$ cat src/sv/hvn_pkg.sv
// Package for the height grid vertex normal block.
// Holds reset values, register indexes, arithmetic widths and constants.
// No dependencies.
package hvn_pkg;

  localparam int MAX_ORDER_DEF = 7;

  localparam int HGT_W  = 16;
  localparam int NRM_W  = 16;
  localparam int SQ_W   = 32;
  localparam int N2_W   = 34;
  localparam int UNIT_W = 15;
  localparam int ACC_W  = 18;

  localparam logic [15:0] SPACING_RST = 16'd256;
  localparam logic [2:0]  ORDER_RST   = 3'd7;

  localparam logic CFG_SPACING = 1'b0;
  localparam logic CFG_ORDER   = 1'b1;

  localparam logic OP_WRITE = 1'b0;
  localparam logic OP_READ  = 1'b1;

  // Reciprocal of three: floor(a / 3) == (a * DIV3_MUL) >> DIV3_SHIFT for a < 2^19.
  localparam logic [17:0] DIV3_MUL   = 18'd174763;
  localparam int          DIV3_SHIFT = 19;

endpackage

$ cat src/sv/hvn_unit.sv
// Unit-length component: round(|c| * 2^14 / sqrt(N)) from c^2 and N.
// Iterative restoring divide (one quotient bit a cycle), then bitwise square root.
// Depends on hvn_pkg.
module hvn_unit (
  input  logic                            clk,
  input  logic                            rst_n,
  input  logic                            start,
  input  logic [hvn_pkg::SQ_W-1:0]        m,
  input  logic [hvn_pkg::N2_W-1:0]        n2,
  output logic                            done,
  output logic [hvn_pkg::UNIT_W-1:0]      r
);

  localparam logic [1:0] U_IDLE = 2'd0;
  localparam logic [1:0] U_DIV  = 2'd1;
  localparam logic [1:0] U_SQRT = 2'd2;

  logic [1:0]                     st_r, st_nxt;
  logic [hvn_pkg::N2_W-1:0]       rem_r, rem_nxt;
  logic [hvn_pkg::N2_W-1:0]       d_r, d_nxt;
  logic                           nz_r, nz_nxt;
  logic [30:0]                    q_r, q_nxt;
  logic [4:0]                     cnt_r, cnt_nxt;
  logic [31:0]                    v_r, v_nxt;
  logic [31:0]                    res_r, res_nxt;
  logic [30:0]                    bit_r, bit_nxt;
  logic                           done_r, done_nxt;
  logic [hvn_pkg::UNIT_W-1:0]     out_r, out_nxt;

  logic [hvn_pkg::N2_W:0]         m_ext;
  logic [hvn_pkg::N2_W:0]         rem2;
  logic                           ge;
  logic [31:0]                    trial;
  logic [31:0]                    res_step;
  logic [32:0]                    rnd;

  always_comb begin
    st_nxt   = st_r;
    rem_nxt  = rem_r;
    d_nxt    = d_r;
    nz_nxt   = nz_r;
    q_nxt    = q_r;
    cnt_nxt  = cnt_r;
    v_nxt    = v_r;
    res_nxt  = res_r;
    bit_nxt  = bit_r;
    done_nxt = 1'b0;
    out_nxt  = out_r;
    m_ext    = (hvn_pkg::N2_W + 1)'(m);
    rem2     = {rem_r, 1'b0};
    ge       = nz_r && (rem2 >= {1'b0, d_r});
    trial    = res_r + 32'(bit_r);
    res_step = 32'd0;
    rnd      = 33'd0;
    unique case (st_r)
      U_IDLE: begin
        if (start) begin
          d_nxt  = n2;
          nz_nxt = (n2 != '0);
          if (n2 == '0) begin
            rem_nxt = '0;
            q_nxt   = 31'd0;
          end else if (m_ext >= {1'b0, n2}) begin
            rem_nxt = hvn_pkg::N2_W'(m_ext - {1'b0, n2});
            q_nxt   = 31'd1;
          end else begin
            rem_nxt = hvn_pkg::N2_W'(m_ext);
            q_nxt   = 31'd0;
          end
          cnt_nxt = 5'd0;
          st_nxt  = U_DIV;
        end
      end
      U_DIV: begin
        rem_nxt = ge ? hvn_pkg::N2_W'(rem2 - {1'b0, d_r}) : hvn_pkg::N2_W'(rem2);
        q_nxt   = {q_r[29:0], ge};
        cnt_nxt = cnt_r + 5'd1;
        if (cnt_r == 5'd29) begin
          v_nxt   = {1'b0, q_nxt};
          res_nxt = 32'd0;
          bit_nxt = 31'h4000_0000;
          cnt_nxt = 5'd0;
          st_nxt  = U_SQRT;
        end
      end
      U_SQRT: begin
        if (v_r >= trial) begin
          v_nxt    = v_r - trial;
          res_step = (res_r >> 1) + 32'(bit_r);
        end else begin
          res_step = res_r >> 1;
        end
        res_nxt = res_step;
        bit_nxt = bit_r >> 2;
        cnt_nxt = cnt_r + 5'd1;
        if (cnt_r == 5'd15) begin
          rnd      = ({1'b0, res_step} + 33'd1) >> 1;
          out_nxt  = rnd[hvn_pkg::UNIT_W-1:0];
          done_nxt = 1'b1;
          st_nxt   = U_IDLE;
        end
      end
      default: begin
        st_nxt = U_IDLE;
      end
    endcase
  end

  always_ff @(posedge clk) begin
    if (!rst_n) begin
      st_r   <= U_IDLE;
      done_r <= 1'b0;
    end else begin
      st_r   <= st_nxt;
      done_r <= done_nxt;
    end
    rem_r <= rem_nxt;
    d_r   <= d_nxt;
    nz_r  <= nz_nxt;
    q_r   <= q_nxt;
    cnt_r <= cnt_nxt;
    v_r   <= v_nxt;
    res_r <= res_nxt;
    bit_r <= bit_nxt;
    out_r <= out_nxt;
  end

  assign done = done_r;
  assign r    = out_r;

endmodule

$ cat config.mk
export PLATFORM = sky130hd
export DESIGN_NAME = hvn_unit
export DESIGN_NICKNAME = d
export VERILOG_FILES = /design/src/sv/hvn_pkg.sv /design/src/sv/hvn_unit.sv
export SDC_FILE = /design/constraint.sdc
export NUM_CORES = 1
export LEC_CHECK = 0
export BUFFER_PORTS_ARGS = -buffer_cell sky130_fd_sc_hd__buf_2
export CAP_MARGIN = 20
export CORE_MARGIN = 8
export CORE_UTILIZATION = 40
export DETAILED_ROUTE_END_ITERATION = 8
export SYNTH_ARGS = -nofsm -noshare
export SYNTH_HDL_FRONTEND = slang
export SYNTH_SLANG_ARGS = --single-unit
$ cat constraint.sdc
create_clock -name clk -period 9.7 [get_ports clk]
set_input_delay 0.485 -clock clk [delete_from_list [all_inputs] [get_ports clk]]
set_output_delay 0.485 -clock clk [all_outputs]
set_load 0.01 [all_outputs]
### After elaboration in Yosys (flattened, before gate mapping)

Index checks and enable logic that the tools add are counted.

| word-level totals | value |
|---|---|
| register bits after elaboration | 217 |
| bits of input ports | 69 |
| output and inout port bits | 16 |

| operators by class | value |
|---|---|
| add/subtract/negate cells | 7 |
| order comparisons | 3 |
| equal/unequal tests | 8 |
| muxes and demuxes | 26 |
| reductions and logical operators | 15 |

Operators by type and width:

| cell | number |
|---|---|
| $mux 32 | 5 |
| $mux 34 | 4 |
| $pmux 32 s2 | 2 |
| $pmux 34 s2 | 1 |
| $pmux 31 s2 | 1 |
| $pmux 30 s2 | 1 |
| $ge 35x34->1 | 1 |
| $ge 32x34->1 | 1 |
| $logic_not 34->1 | 1 |
| $reduce_bool 34->1 | 1 |
| $sub 32x34->34 | 1 |
| $sub 34x34->34 | 1 |
| $add 31x31->32 | 1 |
| $add 32x31->32 | 1 |
| $ge 32x32->1 | 1 |
| $sub 32x32->32 | 1 |
| $mux 31 | 1 |
| $mux 30 | 1 |
| $add 16x1->16 const B | 1 |
| $pmux 5 s3 | 1 |
| $reduce_and 2->1 | 6 |
| $mux 5 | 2 |
| $ne 2x2->1 const B | 4 |
| $mux 2 | 3 |
| 12 further kinds | 16 |

### Logic depth before layout (Yosys ltp)

| depth | value |
|---|---|
| depth in word-level cells | 5 |
| gate-level depth with buffers | 29 |
| mapped depth without buffers | 27 |

### Least setup slack after synthesis

Ideal clock, no wire load.

| timing | value |
|---|---|
| path kind | register to register |
| from | reg res_r[2] |
| to | reg v_r[0] (enable) |
| setup time | 470 ps |
| data arrival time | 6,507 ps |
| slack | 2,723 ps |
| cell stages (with the launch flop) | 21 |
| buffers on the path | 2 |
| clock period less this slack | 6,977 ps |
| cells stage by stage | edfxtp_1 ha_1 a21oi_1 o21bai_1 a31oi_1 o21ai_0 a211o_1 o31a_1 a211o_1 a31o_2 a22oi_1 xor2_1 ha_1 nand4_1 nor2_1 and4_1 o31a_1 nor2_1 buf_6 clkbuf_1 a21boi_0 |

| between the ends | value |
|---|---|
| longest elaborated chain between the ends | 4 |

Ends and longest elaborated chain:

| item | line | text |
|---|---|---|
| start, declared | hvn_unit.sv:25 | `logic [31:0] res_r, res_nxt;` |
| start signal, assigned | hvn_unit.sv:123 | `res_r <= res_nxt;` |
| $add 32x31->32 | hvn_unit.sv:52 | `trial = res_r + 32'(bit_r);` |
| $ge 32x32->1 | hvn_unit.sv:87 | `if (v_r >= trial) begin` |
| $ne 2x2->1 (no line) | -- |  |
| $reduce_and 3->1 (no line) | -- |  |
| end signal, assigned | hvn_unit.sv:122 | `v_r <= v_nxt;` |
| end, declared | hvn_unit.sv:24 | `logic [31:0] v_r, v_nxt;` |

No other way between the ends.
A chain may end at the register's enable or synchronous reset.

### Worst setup path in the final report

| timing | value |
|---|---|
| from | reg res_r[2] |
| to | reg out_r (netlist bit r[11]), data pin |

| between the ends | value |
|---|---|
| longest elaborated chain between the ends | 5 |

Ends and longest elaborated chain:

| item | line | text |
|---|---|---|
| $add 32x31->32 | hvn_unit.sv:52 |  |
| $ge 32x32->1 | hvn_unit.sv:87 |  |
| $mux 32 (*) | hvn_unit.sv:87 |  |
| $mux 32 (*) | hvn_unit.sv:55 | `unique case (st_r)` |
| $add 16x1->16 (*) | hvn_unit.sv:97 | `rnd = ({1'b0, res_step} + 33'd1) >> 1;` |
| end signal, assigned | hvn_unit.sv:125 | `out_r <= out_nxt;` |
| end, declared | hvn_unit.sv:28 | `logic [hvn_pkg::UNIT_W-1:0] out_r, out_nxt;` |

Mark *: on every way between the ends. The rest lies on a longest branch, timed or not. The select of a mux whose other input is x is not followed.

==> impl_metrics.json <==
{
  "fin_crit_sh_pct": 68.8,
  "cap_violations": 0,
  "grt_busiest_layer": "met2",
  "worstSetupEndpointType": "flip-flop",
  "grt_use_met3_pct": 2.17,
  "dpl.hpwl_mm": 30.0,
  "insertion_delay_ns": 0.53,
  "syn-num-nets": 1947,
  "io_pins": 85,
  "grt_max_degree": 65,
  "coreArea_um2": 40600,
  "tritoncts": "done",
  "syn_area_um2": 16400,
  "critPathRequiredTime_ns": 9.96,
  "die_y_um": 218,
  "async_flop_share_pct": 0,
  "yosysTopAreaCell": "edfxtp_1",
  "cts_buffers": 25,
  "ys_seq_area_share_pct": 36.9,
  "synthCells": 1735,
  "cts_setup_buffers": 0,
  "insertedDiodeCount": 0,
  "clock_sinks": 202,
  "vias_per_cell": 5.53,
  "hp-class": "input pin to flip-flop",
  "synth_ff_type": "edfxtp_1",
  "clk_path_buf_depth": 3,
  "met1_usage_pct": 21.9,
  "fp.dieArea_um2": 47600,
  "antenna_found_initial": 0,
  "synth-edff-count": 199,
  "drive_gt1_share_pct": 10.3,
  "max_freq_mhz": 150,
  "status": "finished, final reports clean",
  "globalplace.congestion": 0.913,
  "vias": 12900,
  "rsz0062_at_grt": "no",
  "setup_tns_ns": 0,
  "ys_types": 74,
  "drc": 0,
  "die_x_um": 218,
  "cts.clk_slew.worst_paths_ns": 0.06,
  "nets": 2006,
  "cp.arrival_ns": 6.93,
  "synthTopCellsByArea": "edfxtp_1, ha_1, xor2_1",
  "dr.pass1.iters": 5,
  "yosys_warnings": 0,
  "setup_viol": 0,
  "worstMarginPinSlew_ns": 1.04,
  "row_count": 74,
  "synth_top_area_share_pct": 36.5,
  "slew_headroom_pct": 29.5,
  "grt-ovfl-total": 0,
  "path_class": "flip-flop to flip-flop",
  "start_util_pct": 40.3,
  "drtIter0Drc": 673,
  "grt.met2_usage_pct": 26.9,
  "slew_viol_final": 0,
  "detail_route.wl_per_cell_um": 16.9,
  "start_kind": "flip-flop",
  "utilization_pct": 44.6,
  "cts_htree_levels": 1,
  "syn_avg_cell_area_um2": 9.43,
  "grt_pass1_wl_mm": 65.0,
  "syn_to_final_growth_pct": 10.6,
  "ys_seq_elements": 202,
  "grt_usage_pct": 16.3,
  "cts_root_buffer": "clkbuf_16",
  "finalClockSkew_ns": 0.0139,
  "post_cts_resized": 0,
  "ant_nets": 0,
  "grt_pass1_vias": 13000,
  "port-buffer-count": 84,
  "cp_max_fo": 38,
  "wl_mm": 39.6,
  "min_period_ns": 6.67,
  "hold_viol_final": 0,
  "cts.hold.buffers_added": 0
}
-- metrics by stage --
stage,cell area (um2),setup slack (ns),hold slack (ns),std cells
global route,18100,2.52,0.159,2340
detailed placement,17300,3.00,0.544,2297
CTS,18100,2.97,0.152,2338
floorplan,16400,2.72,0.516,1735
global placement,17300,3.13,0.540,2297
finish,18100,3.03,0.179,2340
-- worst max-delay path: stages (launching register included) --
cell and delay [ns]:
edfxtp_1 0.47, ha_1 0.38, a21oi_1 0.21, o21bai_1 0.12
a31oi_1 0.31, o21ai_0 0.27, a211o_1 0.35, o31a_1 0.28
a211o_1 0.28, a31o_2 0.25, a22oi_1 0.16, xor2_1 0.10
ha_1 0.38, nand4_1 0.19, nor2_1 0.15, and4_1 0.22
o31a_1 0.22, or2_4 0.45, nand2_1 0.10, nand2_1 0.11
ha_1 0.23, nand4_1 0.11, a21o_1 0.21, o21ai_1 0.25
o21ai_0 0.23, nor3_1 0.27, xor2_1 0.10
-- area by class of cell --
type | count | area, um2
fill | 3954 | 22500
multi-input combinational | 1361 | 9700
sequential | 202 | 6040
tap | 532 | 666
clock buffer | 27 | 633
timing repair buffer | 94 | 520
inverter | 110 | 413
clock inverter | 14 | 126
-- cell usage in the layout, fill, tap and decap left out, types with 6 or more instances in the layout --
master     Yosys  layout
nor2b_1       14      14
mux2_2        25      25
and2_1        58      58
buf_2          9      84
o22ai_1       23      23
o211ai_1      15      15
nor2_1       121     119
nand2_1      125     125
ha_1         140     139
o31ai_1        7       7
xnor2_1       77      77
mux2i_1       45      45
o21ai_0       79      79
or3_1         12      12
clkbuf_16      0      25
a21oi_1      128     127
xor2_1        78      78
and3_1        20      20
nand2b_1      14      14
nand3_1       41      41
nor4_1        11      11
a31oi_1       32      31
nor3_1        20      20
a211o_1        8       8
nand4_1       24      24
o221ai_1       6       6
edfxtp_1     199     199
inv_1        109     109
o21a_1        18      17
a211oi_1      23      23
nand3b_1       7       7
buf_4          0       8
a21o_1        78      77
o21bai_1      27      27
a31o_2         9       9
-- cell usage after synthesis (4+ instances only) --
| cell | instances |
|---|---|
| or3_1 | 12 |
| edfxtp_1 | 199 |
| o22ai_1 | 23 |
| nor3b_1 | 5 |
| and2_1 | 58 |
| nand3_1 | 41 |
| o31a_1 | 5 |
| o21ai_0 | 79 |
| a31oi_1 | 32 |
| nand2_1 | 125 |
| nor4_1 | 11 |
| nand4_1 | 24 |
| a211o_1 | 8 |
| mux2_2 | 25 |
| o31ai_1 | 7 |
| nor2_1 | 121 |
| a211oi_1 | 23 |
| o2111ai_1 | 4 |
| o211ai_1 | 15 |
| buf_2 | 9 |
| a31o_2 | 9 |
| xnor2_1 | 77 |
| inv_1 | 109 |
| o21bai_1 | 27 |
| nand2b_1 | 14 |
| clkbuf_1 | 51 |
| o21a_1 | 18 |
| nor2b_1 | 14 |
| a21o_1 | 78 |
| nor3_1 | 20 |
| xor2_1 | 78 |
| and3_1 | 20 |
| mux2i_1 | 45 |
| a21oi_1 | 128 |
| nand4b_1 | 5 |
| nand3b_1 | 7 |
| ha_1 | 140 |
| o221ai_1 | 6 |
-- cell families (layout without fill, tap and decap cells) --
logic type | after synthesis | in the layout | share of synthesized area (%)
xor gates and xnor gates | 155 | 155 | 8.30
buffers and inverters | 172 | 245 | 4.11
AOI/OAI and AO/OA | 502 | 502 | 20.2
DFF | 202 | 202 | 36.9
muxes | 70 | 70 | 4.48
adders and majority gates | 143 | 143 | 11.1
and+or+nand+nor | 491 | 491 | 14.9
-- path summary, 6_finish.rpt --
path         startpoint       to  slack (ns)  cells after the start
min reg2reg     q_r[15]  q_r[16]        0.55                      1
max reg2reg    res_r[2]    r[11]        3.03                     26
max            res_r[2]    r[11]        3.03                     26
min               n2[9]   d_r[9]        0.18                      1
-- sequential cells by signal (all words and copies together), names as in the netlist --
signal and cells:
bit_r 16, cnt_r 5, d_r 34, done 1, nz_r 1, q_r 30, r 15, rem_r 34
res_r 32, st_r 2, v_r 32
-- routing by layer --
metal	vias to the layer above	share of wire (%)
li1	6548	-
met1	6023	48
met2	303	45
met3	64	4.5
met4	0	3.0
met5	-	0
Power is left out: the tool's default activity adds up to more than one toggle a clock period on the data nets, which glitch-free logic cannot reach.
